==> config.mk <==
export PLATFORM = sky130hd
export DESIGN_NAME = bir_blend
export DESIGN_NICKNAME = d
export VERILOG_FILES = /design/src/hdl/bir_pkg.sv /design/src/hdl/bir_blend.sv
export SDC_FILE = /design/constraint.sdc
export NUM_CORES = 2
export LEC_CHECK = 0
export BUFFER_PORTS_ARGS = -buffer_cell sky130_fd_sc_hd__buf_2
export CORE_MARGIN = 3
export CORE_UTILIZATION = 61
export DETAILED_ROUTE_END_ITERATION = 10
export PLACE_DENSITY = 0.79
export RECOVER_POWER = 50
export REMOVE_ABC_BUFFERS = 1
export SKIP_LAST_GASP = 1
export SYNTH_ARGS = -nofsm -noshare
export SYNTH_HDL_FRONTEND = slang
export SYNTH_SLANG_ARGS = --single-unit
==> constraint.sdc <==
create_clock -name clk -period 9.5 [get_ports clk]
set_clock_uncertainty 0.15 [all_clocks]
set_input_delay 1.425 -clock clk [delete_from_list [all_inputs] [get_ports clk]]
set_output_delay 1.425 -clock clk [all_outputs]
set_load 0.03 [all_outputs]
==> src/hdl/bir_pkg.sv <==
// Shared types, register indexes and constants for the bilinear image rotator.
// No dependencies; every other file of the block imports this package.
package bir_pkg;

  localparam int DEF_MAX_WIDTH  = 256;
  localparam int DEF_MAX_HEIGHT = 256;

  localparam int PIX_W    = 32;
  localparam int CH_W     = 8;
  localparam int NUM_CH   = PIX_W / CH_W;
  localparam int IDX_W    = 12;   // row and column indexes of the banks
  localparam int IN_DATA_W = 72;  // 68 bits of fields padded to whole bytes

  localparam int SIZE_RESET = 256;
  localparam logic signed [15:0] COS_RESET = 16'sd16384;
  localparam logic [17:0] RND_BIAS = 18'd128;
  localparam logic [4:0]  ONE_Q4   = 5'd16;

  typedef enum logic {
    REQ_WRITE = 1'b0,
    REQ_QUERY = 1'b1
  } req_t;

  typedef enum logic [2:0] {
    REG_SRC_WIDTH   = 3'd0,
    REG_SRC_HEIGHT  = 3'd1,
    REG_SRC_PIVOT_X = 3'd2,
    REG_SRC_PIVOT_Y = 3'd3,
    REG_DST_PIVOT_X = 3'd4,
    REG_DST_PIVOT_Y = 3'd5,
    REG_NEG_SIN     = 3'd6,
    REG_COS         = 3'd7
  } cfg_reg_t;

  // Width and height are held already clipped to the store size.
  typedef struct packed {
    logic [8:0]         src_width;
    logic [8:0]         src_height;
    logic signed [10:0] src_pivot_x;
    logic signed [10:0] src_pivot_y;
    logic signed [10:0] dst_pivot_x;
    logic signed [10:0] dst_pivot_y;
    logic signed [15:0] neg_sin_q14;
    logic signed [15:0] cos_q14;
  } cfg_t;

  // One access of the two row banks; a write and a read never come together.
  typedef struct packed {
    logic             we;
    logic             w_odd;
    logic [IDX_W-1:0] wrow;
    logic [IDX_W-1:0] wcol;
    logic [PIX_W-1:0] wdata;
    logic             re;
    logic [IDX_W-1:0] erow;
    logic [IDX_W-1:0] orow;
    logic [IDX_W-1:0] col0;
    logic [IDX_W-1:0] col1;
  } mem_req_t;

  // Weights: 0 top-left, 1 top-right, 2 bottom-left, 3 bottom-right.
  typedef struct packed {
    logic            vld;
    logic            outside;
    logic            row_odd;
    logic            has_r;
    logic            has_b;
    logic [3:0][8:0] wgt;
  } blend_ctl_t;

endpackage

==> src/hdl/bir_blend.sv <==
// Bilinear blend: neighbour selection, weighted products, rounded sum and the
// output register with its stall logic. Depends on bir_pkg.
module bir_blend
  import bir_pkg::*;
(
  input  logic             clk,
  input  logic             rst_n,
  input  logic             adv,
  input  blend_ctl_t       ctl,
  input  logic [PIX_W-1:0] even0,
  input  logic [PIX_W-1:0] even1,
  input  logic [PIX_W-1:0] odd0,
  input  logic [PIX_W-1:0] odd1,
  input  logic             out_ready,
  output logic             out_valid,
  output logic [PIX_W-1:0] out_pixel,
  output logic             out_outside,
  output logic             hold
);

  blend_ctl_t       s4_ctl_r;
  logic [PIX_W-1:0] nb [4];
  logic [15:0]      prod_nxt [NUM_CH][4];
  logic [15:0]      s5_prod_r [NUM_CH][4];
  logic             s5_vld_r;
  logic             s5_out_r;
  logic             out_valid_r, out_valid_nxt;
  logic [PIX_W-1:0] out_pixel_r, out_pixel_nxt;
  logic             out_outside_r;

  always_ff @(posedge clk) begin
    if (!rst_n) begin
      s4_ctl_r <= '0;
    end else if (adv) begin
      s4_ctl_r <= ctl;
    end
  end

  // Neighbours outside the image, or of an outside position, count as zero.
  always_comb begin
    logic m00, m10, m01, m11;
    logic [PIX_W-1:0] top0, top1, bot0, bot1;
    top0 = s4_ctl_r.row_odd ? odd0  : even0;
    top1 = s4_ctl_r.row_odd ? odd1  : even1;
    bot0 = s4_ctl_r.row_odd ? even0 : odd0;
    bot1 = s4_ctl_r.row_odd ? even1 : odd1;
    m00 = !s4_ctl_r.outside;
    m10 = m00 && s4_ctl_r.has_r;
    m01 = m00 && s4_ctl_r.has_b;
    m11 = m10 && s4_ctl_r.has_b;
    nb[0] = m00 ? top0 : '0;
    nb[1] = m10 ? top1 : '0;
    nb[2] = m01 ? bot0 : '0;
    nb[3] = m11 ? bot1 : '0;
    for (int ch = 0; ch < NUM_CH; ch++) begin
      for (int k = 0; k < 4; k++) begin
        prod_nxt[ch][k] = {7'd0, s4_ctl_r.wgt[k]} * {8'd0, nb[k][ch*CH_W +: CH_W]};
      end
    end
  end

  always_ff @(posedge clk) begin
    if (!rst_n) begin
      s5_vld_r <= 1'b0;
    end else if (adv) begin
      s5_vld_r <= s4_ctl_r.vld;
    end
  end

  always_ff @(posedge clk) begin
    if (adv) begin
      s5_out_r  <= s4_ctl_r.outside;
      s5_prod_r <= prod_nxt;
    end
  end

  // The four weights add to 256, so the rounded sum never passes 16 bits.
  always_comb begin
    logic [17:0] acc;
    out_pixel_nxt = '0;
    for (int ch = 0; ch < NUM_CH; ch++) begin
      acc = {2'd0, s5_prod_r[ch][0]} + {2'd0, s5_prod_r[ch][1]}
          + {2'd0, s5_prod_r[ch][2]} + {2'd0, s5_prod_r[ch][3]} + RND_BIAS;
      out_pixel_nxt[ch*CH_W +: CH_W] = acc[15:8];
    end
  end

  assign hold = out_valid_r && !out_ready && s5_vld_r;

  always_comb begin
    if (adv && s5_vld_r) begin
      out_valid_nxt = 1'b1;
    end else if (out_ready) begin
      out_valid_nxt = 1'b0;
    end else begin
      out_valid_nxt = out_valid_r;
    end
  end

  always_ff @(posedge clk) begin
    if (!rst_n) begin
      out_valid_r <= 1'b0;
    end else begin
      out_valid_r <= out_valid_nxt;
    end
  end

  always_ff @(posedge clk) begin
    if (adv && s5_vld_r) begin
      out_pixel_r   <= out_pixel_nxt;
      out_outside_r <= s5_out_r;
    end
  end

  assign out_valid   = out_valid_r;
  assign out_pixel   = out_pixel_r;
  assign out_outside = out_outside_r;

endmodule

After elaboration in Yosys (flattened, before gate mapping)
Index checks and enable logic that the tools add are counted.
{"block": "op_classes", "add_sub_neg": 16, "mul": 16, "n_div": 0, "magnitude_cmp": 0, "n_eq_ne": 0, "shifts": 0, "muxes": 10, "bitwise": 0, "n_reduce_logical": 9}
{"cell": "multiplier 9 x 8 -> 16 bit", "n": 16}
{"cell": "two-way mux 32 bit", "n": 8}
{"cell": "adder 16 bit", "n": 12}
{"cell": "adder 16 x 8 -> 16 bit (second input constant)", "n": 4}
{"cell": "logical AND 1 bit", "n": 6}
{"cell": "logical NOT 1 bit", "n": 2}
{"cell": "two-way mux 1 bit", "n": 2}
{"cell": "nonzero test 2 bit", "n": 1}
{"block": "totals", "register_bits": 333, "latchBits": 0, "ram_bits": 0, "rom_bits": 0, "input_bits": 173, "out_inout_bits": 35, "wordCells": 81, "n_memories": 0}

Longest topological paths before layout
{"block": "depth", "depth_word": 5, "ltp_mapped": 22, "depth_no_buf": 19}

Least setup slack after synthesis
No wires, ideal clock.
{"block": "synth_path", "kind": "input-to-reg", "from": "input odd0[10]", "to": "register s5_prod_r[190] (netlist bit) (data pin)", "setup_ps": 265, "arrival_ps": 5351, "required_time_ps": 9085, "slack_ps": 3734, "cell_stages": 17, "n_path_buf": 0, "path_cell_list": "mux2i_1 > nor2_1 > and2_1 > fa_1 > inv_1 > fa_1 > inv_1 > fa_1 > inv_1 > fa_1 > inv_1 > ha_1 > or4_1 > o2111a_1 > o21a_1 > o211ai_1 > nand3_1"}
{"item": "start, declared", "line": "bir_blend.sv:12", "source": "input logic [PIX_W-1:0] odd0,"}
{"item": "end signal, assigned", "line": "bir_blend.sv:73", "source": "s5_prod_r <= prod_nxt;"}
{"item": "end, declared", "line": "bir_blend.sv:24", "source": "logic [15:0] s5_prod_r [NUM_CH][4];"}

==> flow_summary.toml <==
[status]
violations = "capacitance limit, slew limit"
status = "finished, violations left"

[logic_synthesis]
synth_cell_types = 67
synth-async-reset-ratio_pct = 0
synth_edf_count = 290
synth_compound_area_share_pct = 4.65
yosys.area_share.adder_pct = 44.6
synth_top_family_by_area = "adder cells"
synth_area_mm2 = 0.0532
syn_inst = 5416
syn_area_per_cell_um2 = 9.82
synth_xor_area_share_pct = 4.28
synth_seq_area_share_pct = 18.0
ys_ff_latch = 333
synthMuxAreaShare_pct = 3.27
synth_warnings = 0
synth-simple-area-share_pct = 17.3
ys.flop_type = "edfxtp_1"

[drt]
vias = 37500
drtIter0Drc = 2603
drt_pass1_iterations = 6
antenna_left = 0
viasPerCell = 5.56
drt-total-wl_um = 126000
avgRoutedWirePerCell_um = 18.7
drc_errors = 0

[global_route]
antenna_found_initial = 4
grt_max_degree = 141
grt_pass1_wl_um = 208000
gr-usage-all-layers_pct = 29.0
grt_pass1_vias = 39500
grt_overflow = 0

[placement]
pre_cts_slack_ps = 2960
gp_congestion = 0.882
place_area_mm2 = 0.0555
dp_hpwl_um = 97500
io_buffers = 207

[layout]
seqCellArea_mm2 = 0.00957
n_fill_cell = 6544
final_area_mm2 = 0.0570
drive_gt1_share_pct = 5.69
multi_input_area_mm2 = 0.0394
areaGrowthSynthToFinish_pct = 7.21
fin_nets = 7177

[cts]
postCtsHoldBufs = 0
htreeDepth = 2
cts_buffers = 45
cts_root_buffer = "clkbuf_16"
cts_setup_buffers = 0
clock_sinks = 333
clkTransAtPathRegs_ps = 70
ctsLongestPathBuffers = 3
clkLatencyLatePin_ps = 610
cts_tree = "built"
cts-resized-gates = 0

[floorplanning]
fp.dieArea_mm2 = 0.0908
dieHeight_um = 301
io_pins = 208
core_area_mm2 = 0.0858
row_count = 107
initial_utilization_pct = 62.0
die-width_um = 301

[worst_setup_path]
cp-start-kind = "flip-flop"
worstSetupEndpointType = "flip-flop"
rrSetupSlack_ps = 2310
reg2reg_depth = 17
path_class = "reg2reg"
cp_data_required_time_ps = 9700
cp_slowest_cell = "dfxtp_1"
crit_fanout = 37
r2r-end = "s5_prod_r[223]$_DFFE_PP_"
cp_top_family = "adder cells"
crit_buf_inv = 3
cpPeakStageDelay_ps = 1550
worstReg2RegStart = "s4_ctl_r[39]$_SDFFE_PN0P_"
path_cells = "nand2b_1, buf_4, nor2_1, and2_1, fa_1, fa_1, inv_1, fa_1, fa_1, inv_1, ha_1, o21a_1, o21ai_0, a211oi_1, o31ai_1, mux2i_1, o311ai_1"
crit_top_cell = "fa_1"
cp_data_arrival_time_ps = 7390

[run]
drv_cap = 6

[sta]
fin_ws_ps = 2310
final_max_slew_viol_count = 240
timing.final.crit_share_pct = 75.7
period_minus_slack_ps = 7190
rsz0062_at_grt = "no"
setup_violations = 0
tightest_slew_ps = 3720
final_hold_viol_count = 0
fmax_mhz = 139
max-slew-margin-rel_pct = -148
setup_tns_ps = 0

[hold_path]
min_to = "out_outside$_DFFE_PP_"
hold_path.startpoint = "s5_out_r$_DFFE_PP_"
min_path_cells = 0
hp-class = "reg2reg"

[pwr]
leakage_nw = 28.9
p_per_area_mw_per_mm2 = 108
vdd_drop_max_mv = 0.118
[registers in the layout, summed over array words and instances, names as in the netlist]
| register | flops |
|---|---|
| out_pixel | 32 |
| s5_vld_r | 1 |
| out_valid | 1 |
| s5_prod_r | 256 |
| s5_out_r | 1 |
| s4_ctl_r | 41 |
| out_outside | 1 |
[cells by family (layout without fill, tap and decap cells)]
kind of cell | count (synthesis) | in the layout
and+or+nand+nor | 1717 | 1717
buffers and inverters | 1117 | 1308
other | 0 | 2
muxes | 174 | 174
adders and majority gates | 1432 | 1432
xor gates and xnor gates | 260 | 260
AOI/OAI and AO/OA | 383 | 383
DFF | 333 | 333
[where the power goes]
part / total (W) / leakage [nW] / internal (W) / switching (W)
sequential: 0.00192 / 3.28 / 0.00181 / 0.000106
clock: 0.00189 / 0.764 / 0.00116 / 0.000738
combinational: 0.00236 / 24.9 / 0.000959 / 0.00140
[worst max path at each step]
stage | end | start | cells past startpoint
after global routing | s5_prod_r[223]$_DFFE_PP_ | s4_ctl_r[39]$_SDFFE_PN0P_ | 20
after detailed placement | s5_prod_r[223]$_DFFE_PP_ | s4_ctl_r[39]$_SDFFE_PN0P_ | 20
after floorplan | s5_prod_r[142]$_DFFE_PP_ | s4_ctl_r[38]$_SDFFE_PN0P_ | 16
after global placement | s5_prod_r[223]$_DFFE_PP_ | s4_ctl_r[39]$_SDFFE_PN0P_ | 17
after CTS | s5_prod_r[223]$_DFFE_PP_ | s4_ctl_r[39]$_SDFFE_PN0P_ | 17
final | s5_prod_r[223]$_DFFE_PP_ | s4_ctl_r[39]$_SDFFE_PN0P_ | 17
[cells in the mapped netlist (all sizes together) (33+ instances only)]
| cell type | instances | area, um2 |
|---|---|---|
| inv | 973 | 3650 |
| dfxtp | 43 | 861 |
| nor2 | 235 | 882 |
| nand2 | 364 | 1370 |
| edfxtp | 290 | 8710 |
| a21oi | 142 | 722 |
| fa | 772 | 15500 |
| nor3 | 33 | 165 |
| clkbuf | 126 | 473 |
| nor2b | 84 | 526 |
| o21ai | 65 | 329 |
| mux2i | 174 | 1740 |
| o21a | 43 | 323 |
| ha | 660 | 8260 |
| and2 | 848 | 5310 |
| xnor2 | 241 | 2110 |
[cell usage in the layout, fill, tap and decap left out, types with 31 or more instances in the layout]
cell type | netlist | routed
a21oi_1 | 139 | 139
and2_1 | 846 | 816
buf_2 | 12 | 172
buf_4 | 2 | 41
clkbuf_1 | 126 | 43
clkbuf_16 | 0 | 47
dfxtp_1 | 43 | 42
edfxtp_1 | 290 | 290
fa_1 | 772 | 772
ha_1 | 660 | 660
inv_1 | 973 | 973
mux2i_1 | 174 | 174
nand2_1 | 364 | 364
nand3_1 | 31 | 31
nor2_1 | 235 | 235
nor2b_1 | 84 | 84
nor3_1 | 33 | 33
o21a_1 | 43 | 43
o21ai_0 | 54 | 54
xnor2_1 | 241 | 241
[per-layer routing]
layer  part of all wire (%)  vias up  global-route usage [%]
met3                    8.3      216                    5.25
met2                     45     1314                    45.5
met5                 0.0055        -                       0
met1                     43    18600                    41.2
met4                    3.1        2                    8.80
li1                       -    17400                       -
[area by class of cell]
type	instances	area share [%]
diodes	2	0.00878
multi-input cells	3966	69.1
inverters	973	6.41
flip-flops and latches	333	16.8
clock buffers	52	2.10
clock inverters	30	0.748
repair buffers	253	2.37
well taps	1144	2.51
[through the flow]
step,utilization [%],power [W],std cells,hold WS (ps)
final,66.4,0.00618,6753,285
after global routing,66.4,0.00655,6751,302
after CTS,66.5,0.00621,6751,296
after detailed placement,64.6,0.00426,6669,280
after global placement,64.6,0.00417,6669,279
after floorplan,-,0.00351,5272,250
No activity file was read; power rests on OpenSTA's default activity.
