<file path="config.mk">
export PLATFORM = sky130hd
export DESIGN_NAME = bir_map
export DESIGN_NICKNAME = d
export VERILOG_FILES = /design/src/hdl/bir_pkg.sv /design/src/hdl/bir_map.sv
export SDC_FILE = /design/constraint.sdc
export NUM_CORES = 2
export LEC_CHECK = 0
export BUFFER_PORTS_ARGS = -buffer_cell sky130_fd_sc_hd__buf_2
export CAP_MARGIN = 20
export CORE_MARGIN = 2
export CORE_UTILIZATION = 30
export DETAILED_ROUTE_END_ITERATION = 6
export PLACE_DENSITY = 0.5
export SLEW_MARGIN = 20
export SYNTH_ARGS = -nofsm -noshare
export SYNTH_HDL_FRONTEND = slang
export SYNTH_SLANG_ARGS = --single-unit
</file>
<file path="constraint.sdc">
create_clock -name clk -period 8.68 [get_ports clk]
set_input_delay 1.302 -clock clk [delete_from_list [all_inputs] [get_ports clk]]
set_output_delay 1.302 -clock clk [all_outputs]
set_load 0.005 [all_outputs]
</file>
<file path="src/hdl/bir_pkg.sv">
// Shared types, register indexes and constants for the bilinear image rotator.
// No dependencies; every other file of the block imports this package.
package bir_pkg;

  localparam int DEF_MAX_WIDTH  = 256;
  localparam int DEF_MAX_HEIGHT = 256;

  localparam int PIX_W    = 32;
  localparam int CH_W     = 8;
  localparam int NUM_CH   = PIX_W / CH_W;
  localparam int IDX_W    = 12;   // row and column indexes of the banks
  localparam int IN_DATA_W = 72;  // 68 bits of fields padded to whole bytes

  localparam int SIZE_RESET = 256;
  localparam logic signed [15:0] COS_RESET = 16'sd16384;
  localparam logic [17:0] RND_BIAS = 18'd128;
  localparam logic [4:0]  ONE_Q4   = 5'd16;

  typedef enum logic {
    REQ_WRITE = 1'b0,
    REQ_QUERY = 1'b1
  } req_t;

  typedef enum logic [2:0] {
    REG_SRC_WIDTH   = 3'd0,
    REG_SRC_HEIGHT  = 3'd1,
    REG_SRC_PIVOT_X = 3'd2,
    REG_SRC_PIVOT_Y = 3'd3,
    REG_DST_PIVOT_X = 3'd4,
    REG_DST_PIVOT_Y = 3'd5,
    REG_NEG_SIN     = 3'd6,
    REG_COS         = 3'd7
  } cfg_reg_t;

  // Width and height are held already clipped to the store size.
  typedef struct packed {
    logic [8:0]         src_width;
    logic [8:0]         src_height;
    logic signed [10:0] src_pivot_x;
    logic signed [10:0] src_pivot_y;
    logic signed [10:0] dst_pivot_x;
    logic signed [10:0] dst_pivot_y;
    logic signed [15:0] neg_sin_q14;
    logic signed [15:0] cos_q14;
  } cfg_t;

  // One access of the two row banks; a write and a read never come together.
  typedef struct packed {
    logic             we;
    logic             w_odd;
    logic [IDX_W-1:0] wrow;
    logic [IDX_W-1:0] wcol;
    logic [PIX_W-1:0] wdata;
    logic             re;
    logic [IDX_W-1:0] erow;
    logic [IDX_W-1:0] orow;
    logic [IDX_W-1:0] col0;
    logic [IDX_W-1:0] col1;
  } mem_req_t;

  // Weights: 0 top-left, 1 top-right, 2 bottom-left, 3 bottom-right.
  typedef struct packed {
    logic            vld;
    logic            outside;
    logic            row_odd;
    logic            has_r;
    logic            has_b;
    logic [3:0][8:0] wgt;
  } blend_ctl_t;

endpackage

</file>
<file path="src/hdl/bir_map.sv">
// Coordinate pipeline: inverse rotation, bounds check, bank addressing and
// bilinear weights. Three register stages. Depends on bir_pkg.
module bir_map
  import bir_pkg::*;
#(
  parameter int MAX_WIDTH  = DEF_MAX_WIDTH,
  parameter int MAX_HEIGHT = DEF_MAX_HEIGHT
) (
  input  logic             clk,
  input  logic             rst_n,
  input  logic             adv,
  input  logic             in_vld,
  input  req_t             in_typ,
  input  logic [7:0]       in_x,
  input  logic [7:0]       in_y,
  input  logic [PIX_W-1:0] in_pix,
  input  logic [9:0]       in_dst_x,
  input  logic [9:0]       in_dst_y,
  input  cfg_t             cfg,
  output mem_req_t         mreq,
  output blend_ctl_t       ctl
);

  // Stage 1: offsets from the destination pivot.
  logic               s1_vld_r, s1_vld_nxt;
  req_t               s1_typ_r;
  logic [7:0]         s1_x_r, s1_y_r;
  logic [PIX_W-1:0]   s1_pix_r;
  logic signed [11:0] s1_dx_r, s1_dy_r, s1_dx_nxt, s1_dy_nxt;
  // Stage 2: rotation products.
  logic               s2_vld_r;
  req_t               s2_typ_r;
  logic [7:0]         s2_x_r, s2_y_r;
  logic [PIX_W-1:0]   s2_pix_r;
  logic signed [27:0] s2_xc_r, s2_ys_r, s2_xs_r, s2_yc_r;
  logic signed [27:0] s2_xc_nxt, s2_ys_nxt, s2_xs_nxt, s2_yc_nxt;
  // Stage 3: source position in 1/16 pixel.
  logic               s3_vld_r;
  req_t               s3_typ_r;
  logic [7:0]         s3_x_r, s3_y_r;
  logic [PIX_W-1:0]   s3_pix_r;
  logic signed [19:0] s3_sx16_r, s3_sy16_r, s3_sx16_nxt, s3_sy16_nxt;
  logic signed [28:0] sum_x, sum_y;

  assign s1_vld_nxt = in_vld;
  assign s1_dx_nxt  = $signed({2'b00, in_dst_x}) - $signed({cfg.dst_pivot_x[10], cfg.dst_pivot_x});
  assign s1_dy_nxt  = $signed({2'b00, in_dst_y}) - $signed({cfg.dst_pivot_y[10], cfg.dst_pivot_y});

  assign s2_xc_nxt = $signed(s1_dx_r) * $signed(cfg.cos_q14);
  assign s2_ys_nxt = $signed(s1_dy_r) * $signed(cfg.neg_sin_q14);
  assign s2_xs_nxt = $signed(s1_dx_r) * $signed(cfg.neg_sin_q14);
  assign s2_yc_nxt = $signed(s1_dy_r) * $signed(cfg.cos_q14);

  // Dropping the low ten bits of a two's complement sum is a floor division.
  assign sum_x = $signed({s2_xc_r[27], s2_xc_r}) - $signed({s2_ys_r[27], s2_ys_r});
  assign sum_y = $signed({s2_xs_r[27], s2_xs_r}) + $signed({s2_yc_r[27], s2_yc_r});
  assign s3_sx16_nxt = $signed({sum_x[28], sum_x[28:10]})
                     + $signed({{5{cfg.src_pivot_x[10]}}, cfg.src_pivot_x, 4'd0});
  assign s3_sy16_nxt = $signed({sum_y[28], sum_y[28:10]})
                     + $signed({{5{cfg.src_pivot_y[10]}}, cfg.src_pivot_y, 4'd0});

  always_ff @(posedge clk) begin
    if (!rst_n) begin
      s1_vld_r <= 1'b0;
      s2_vld_r <= 1'b0;
      s3_vld_r <= 1'b0;
    end else if (adv) begin
      s1_vld_r <= s1_vld_nxt;
      s2_vld_r <= s1_vld_r;
      s3_vld_r <= s2_vld_r;
    end
  end

  always_ff @(posedge clk) begin
    if (adv) begin
      s1_typ_r  <= in_typ;
      s1_x_r    <= in_x;
      s1_y_r    <= in_y;
      s1_pix_r  <= in_pix;
      s1_dx_r   <= s1_dx_nxt;
      s1_dy_r   <= s1_dy_nxt;
      s2_typ_r  <= s1_typ_r;
      s2_x_r    <= s1_x_r;
      s2_y_r    <= s1_y_r;
      s2_pix_r  <= s1_pix_r;
      s2_xc_r   <= s2_xc_nxt;
      s2_ys_r   <= s2_ys_nxt;
      s2_xs_r   <= s2_xs_nxt;
      s2_yc_r   <= s2_yc_nxt;
      s3_typ_r  <= s2_typ_r;
      s3_x_r    <= s2_x_r;
      s3_y_r    <= s2_y_r;
      s3_pix_r  <= s2_pix_r;
      s3_sx16_r <= s3_sx16_nxt;
      s3_sy16_r <= s3_sy16_nxt;
    end
  end

  // Memory stage: decode the position and issue the bank access.
  logic [15:0] ix, iy;
  logic [3:0]  fx, fy;
  logic [4:0]  fxn, fyn;
  logic        out_x, out_y, outside;
  logic        in_range;
  logic [9:0]  w0, w1, w2, w3;
  logic [12:0] x13, y13;
  logic [IDX_W-1:0] iy_p1;

  always_comb begin
    ix  = s3_sx16_r[19:4];
    iy  = s3_sy16_r[19:4];
    fx  = s3_sx16_r[3:0];
    fy  = s3_sy16_r[3:0];
    fxn = ONE_Q4 - {1'b0, fx};
    fyn = ONE_Q4 - {1'b0, fy};
    out_x   = ix[15] || (ix[14:0] >= {6'd0, cfg.src_width});
    out_y   = iy[15] || (iy[14:0] >= {6'd0, cfg.src_height});
    outside = out_x || out_y;
    w0 = {5'd0, fxn} * {5'd0, fyn};
    w1 = {6'd0, fx}  * {5'd0, fyn};
    w2 = {5'd0, fxn} * {6'd0, fy};
    w3 = {6'd0, fx}  * {6'd0, fy};
    x13 = {5'd0, s3_x_r};
    y13 = {5'd0, s3_y_r};
    in_range = (x13 < 13'(MAX_WIDTH)) && (y13 < 13'(MAX_HEIGHT));
    iy_p1 = iy[IDX_W-1:0] + 1'b1;

    mreq.we    = s3_vld_r && (s3_typ_r == REQ_WRITE) && in_range;
    mreq.w_odd = s3_y_r[0];
    mreq.wrow  = {5'd0, s3_y_r[7:1]};
    mreq.wcol  = {4'd0, s3_x_r};
    mreq.wdata = s3_pix_r;
    mreq.re    = s3_vld_r && (s3_typ_r == REQ_QUERY) && !outside;
    // The two neighbouring rows always fall one in each bank.
    mreq.erow  = {1'b0, iy_p1[IDX_W-1:1]};
    mreq.orow  = {1'b0, iy[IDX_W-1:1]};
    mreq.col0  = ix[IDX_W-1:0];
    mreq.col1  = ix[IDX_W-1:0] + 1'b1;

    ctl.vld     = s3_vld_r && (s3_typ_r == REQ_QUERY);
    ctl.outside = outside;
    ctl.row_odd = iy[0];
    ctl.has_r   = ({1'b0, ix[14:0]} + 16'd1) < {7'd0, cfg.src_width};
    ctl.has_b   = ({1'b0, iy[14:0]} + 16'd1) < {7'd0, cfg.src_height};
    ctl.wgt[0]  = w0[8:0];
    ctl.wgt[1]  = w1[8:0];
    ctl.wgt[2]  = w2[8:0];
    ctl.wgt[3]  = w3[8:0];
  end

endmodule

</file>
### Word level (Yosys, flattened, before mapping)

Cells that the tools add are included.

| cells by class | value |
|---|---|
| add/sub/neg operators | 12 |
| multiply operators | 8 |
| magnitude comparators | 4 |
| bitwise gates (word level) | 1 |
| reduce and logical (&&, ||, !) cells | 7 |

Operators with widths:

| kind | number |
|---|---|
| $mul 12x16->28 | 4 |
| $add 19x15->20 | 2 |
| $add 15x1->16 const B | 2 |
| $lt 16x9->1 | 2 |
| $ge 15x9->1 | 2 |
| $add 28x28->29 | 1 |
| $sub 28x28->29 | 1 |
| $add 12x1->12 const B | 2 |
| $sub 11x11->12 | 2 |
| $sub 5x4->5 const A | 2 |
| $mul 4x5->9 | 1 |
| $mul 5x4->9 | 1 |
| $mul 5x5->9 | 1 |
| $mul 4x4->8 | 1 |
| $logic_and 1x1->1 | 3 |
| $logic_or 1x1->1 | 3 |
| $logic_not 1->1 | 1 |
| $not 1->1 | 1 |

| word-level totals | value |
|---|---|
| register bits after elaboration | 326 |
| bits of input ports | 167 |
| output and inout bits | 148 |
| logic and storage cells | 55 |

### Logic depth before layout (Yosys ltp)

| logic depth | value |
|---|---|
| word-level depth | 5 |
| gate-level depth with buffers | 21 |
| gate-level depth less buffers | 20 |

### Worst setup path before layout

Ideal clock, no wire load.

| timing | value |
|---|---|
| kind | in2reg |
| start point | input port cfg[7] in the netlist's numbering |
| end point | register s2_yc_r[20], data pin |
| setup time | 263 ps |
| arrival | 6256 ps |
| required time | 8417 ps |
| path slack | 2161 ps |
| cell stages on the path | 19 |
| buffers on the path | 1 |
| cell sequence | clkbuf_1 -> nand2_1 -> fa_1 -> fa_1 -> fa_1 -> inv_1 -> fa_1 -> inv_1 -> fa_1 -> inv_1 -> ha_1 -> o21a_1 -> o21ai_0 -> nor3b_1 -> a221o_1 -> a21o_1 -> a21o_1 -> mux2i_1 -> a2111o_1 |

| on the way | value |
|---|---|
| word-level cells in the longest chain between the ends | 1 |

Ends and longest elaborated chain:

| what | line | source |
|---|---|---|
| from (decl) | bir_map.sv:19 | `input cfg_t cfg,` |
| $mul 12x16->28 | bir_map.sv:52 | `assign s2_yc_nxt = $signed(s1_dy_r) * $signed(cfg.cos_q14);` |
| via s2_yc_nxt[20] | bir_map.sv:36 | `logic signed [27:0] s2_xc_nxt, s2_ys_nxt, s2_xs_nxt, s2_yc_nxt;` |
| to (signal assigned) | bir_map.sv:89 | `s2_yc_r <= s2_yc_nxt;` |
| to (decl) | bir_map.sv:35 | `logic signed [27:0] s2_xc_r, s2_ys_r, s2_xs_r, s2_yc_r;` |

The timed path passes the listed nets, and every way through them passes these cells.
A chain may end at the register's enable or synchronous reset.

### Worst setup path after layout

| timing | value |
|---|---|
| start point | register s1_dy_r[6] |
| end point | register s2_yc_r[20], data pin |

| on the way | value |
|---|---|
| word-level cells in the longest chain between the ends | 1 |

Ends and longest elaborated chain:

| what | line | source |
|---|---|---|
| from (decl) | bir_map.sv:29 | `logic signed [11:0] s1_dx_r, s1_dy_r, s1_dx_nxt, s1_dy_nxt;` |
| from (signal assigned) | bir_map.sv:81 | `s1_dy_r <= s1_dy_nxt;` |
| $mul 12x16->28 | bir_map.sv:52 |  |
| via s2_yc_nxt[20] | bir_map.sv:36 |  |

The timed path passes the listed nets, and every way through them passes these cells.

==> impl_metrics.ini <==
[setup_path]
max_stage_delay_ns = 0.95
crit_arrival_ns = 7.05
path_class = reg -> reg
critPathSlowestCell = edfxtp_1
rr_worst_depth = 21
path_cells = buf_4 > buf_4 > nand2_1 > fa_1 > fa_1 > inv_1 > fa_1 > fa_1 > inv_1 > fa_1 > inv_1 > ha_1 > nor4_1 > o21ai_0 > nor3b_1 > buf_4 > a221o_1 > a21o_1 > a21o_1 > mux2i_1 > a2111o_1
critPathCaptureType = flop
cp_num_cells = 21
critical_path_buf_inv_count = 6
start_kind = flop
worstPathRequired_ns = 9.07
critPathMaxFanout = 16
path_delay_family = adder cells
cpMostUsedCell = fa_1

[yosys]
synthCells = 4616
yosys_register_bits = 326
yosysSeqAreaShare_pct = 21.4
synth_xor_xnor_area_share_pct = 3.92
ys_async_sr_fraction_pct = 0
syn_area_per_cell_sq_um = 9.86
yosysMostFrequentCell = inv_1
yosysUniqueCellTypes = 78
synth_top_family_by_area = adder cells
ys_warn_count = 0
synthFlopType = edfxtp_1
yosys.area_share.adder_pct = 44.5
synth_common_cells = inv_1 (1,006), fa_1 (740), nand2_1 (578)
synth_edf_count = 323
yosys.area.top_type = fa_1
syn_area_sq_um = 45500
yosys.area_share.simple_pct = 13.1
synth_top_area_share_pct = 32.5
synth_compound_area_share_pct = 6.70
synth_top_cells_by_area = fa_1 (33%), edfxtp_1 (21%), ha_1 (12%), inv_1 (8.3%), nand2_1 (4.8%)
yosys-mux-area-fraction_pct = 0.154

[routing]
dr.pass1.iters = 5
ant_nets = 0
drc = 0
vias = 31500
first_iter_violations = 1335
via_per_inst = 4.56
drt-wirelength-per-cell_um = 17.1
routed_wl_um = 118000

[clocking]
cts_hold_buf = 0
clk_latency_ns = 0.65
post_cts_resized = 0
cts_buffers = 45
root_buffer = clkbuf_16
path_clk_slew_ns = 0.07
post_cts_buffers = 0
cts_max_path_buffers = 3
clock_sinks = 326
htreeDepth = 2
cts_tree = built

[sta]
finalCritPeriodShare_pct = 76.7
finClkSkew_ns = 0.0510
worstMarginPinSlew_ns = 1.15
max_freq_mhz = 150
setup_viol = 0
worst_slack_ns = 2.02
setup_tns_ns = 0
period_needed_ns = 6.66
grt_setup_unrepaired = false
drv_slew = 0
slew_headroom_pct = 23.5
finalHoldViolCount = 0

[placed_design]
routabilityCongestion = 0.839
dp_slack_ns = 1.54
io_buffer_count = 302
hpwl_um = 94500
place_area_sq_um = 49100

[die]
die_area_sq_um = 155000
io_pins = 315
fp.dieW_um = 394
fp-row-count = 142
die_height_um = 394
initial_utilization_pct = 30.3
core_sq_um = 150000

[global_routing]
grt_pass1_vias = 34000
antenna_found_initial = 21
grt_pass1_wl_um = 190000
overflow = 0
grt.total_usage_pct = 15.5
grt_max_degree = 141

[min_path]
whs_path_depth = 0
hp-class = reg -> reg

[run]
cap_violations = 0

[layout]
fin_area_sq_um = 50700
syn_to_final_growth_pct = 11.3
final_layout_size_suffix_gt1_share_pct = 9.12
fillers = 15500
final_net_count = 6176

[run_status]
status = finished, final reports clean
==> cell families (layout without fill, tap and decap cells) <==
| group | Yosys count | in the layout |
|---|---|---|
| AO/OA/AOI/OAI | 449 | 449 |
| XOR/XNOR | 204 | 204 |
| adder cells (fa/ha/maj) | 1175 | 1175 |
| buffers and inverters | 1193 | 1435 |
| flip-flops | 326 | 326 |
| multiplexers | 7 | 7 |
| other | 1 | 20 |
| AND/OR/NAND/NOR | 1261 | 1261 |
==> worst paths after layout <==
path / from / to / slack [ns]
worst max-delay path: s1_dy_r[6] / s2_yc_r[20] / 2.02
worst min-delay path: s2_pix_r[30] / s3_pix_r[30] / 0.41
worst max register to register: s1_dy_r[6] / s2_yc_r[20] / 2.02
worst min register to register: s2_pix_r[30] / s3_pix_r[30] / 0.41
==> worst register-to-register path, delay by kind of cell, from the launching register on <==
| kind | cells | cell delay, ns |
|---|---|---|
| AOI/OAI and AO/OA | 5 | 1.35 |
| buffers and inverters | 6 | 0.88 |
| muxes | 1 | 0.13 |
| adders and majority gates | 6 | 2.62 |
| DFF | 1 | 0.95 |
| and+or+nand+nor | 3 | 0.51 |
==> layout by cell type, fill, tap and decap left out, types with 36 or more instances in the layout <==
master     count
ha_1         435
o21a_1        42
inv_1       1006
nand3_1       44
nor3_1        36
a21oi_1      104
o21ai_0       80
fa_1         740
clkbuf_16     45
nor2_1       173
buf_4         41
and2_1       273
edfxtp_1     323
xor2_1        50
nand2_1      578
xnor2_1      154
buf_2        301
a21o_1        52
==> flip-flops by register name, indices dropped and copies added (netlist names), 12 cells and up <==
signal and flops:
s3_sy16_r 20, s1_dy_r 12, s1_dx_r 12, s2_xs_r 28, s2_yc_r 28, s2_ys_r 28, s3_sx16_r 20, s3_pix_r 32
s2_xc_r 28, s2_pix_r 32, s1_pix_r 32
==> cell type report <==
type	instances	area [sq um]	share of cell area (%)
well taps	2016	2520	4.98
flip-flops and latches	326	9760	19.3
clock buffers	53	1160	2.28
repair buffers	346	1880	3.72
diodes	8	20.0	0.0395
clock inverters	29	360	0.711
multi-input cells	3108	31200	61.6
inverters	1007	3780	7.46
==> routing by layer <==
metal	up-vias	wire [um]	global-route usage (%)
met4	12	2380	3.52
met2	666	54800	26.1
met3	144	6560	2.36
met5	-	78	0
met1	15900	54300	21.0
li1	14800	-	-
==> metrics by stage <==
stage / hold WS, ns / cells / utilization [%]
3_5_place_dp: 0.405 / 6803 / 32.7
4_1_cts: 0.406 / 6885 / 33.7
3_3_place_gp: 0.400 / 6802 / 32.7
5_1_grt: 0.418 / 6885 / 33.7
2_1_floorplan: 0.400 / 4627 / -
6_report: 0.410 / 6893 / 33.7
Power is not shown: default switching activity piles up to over one toggle a cycle in this logic, so the estimate is an artifact.
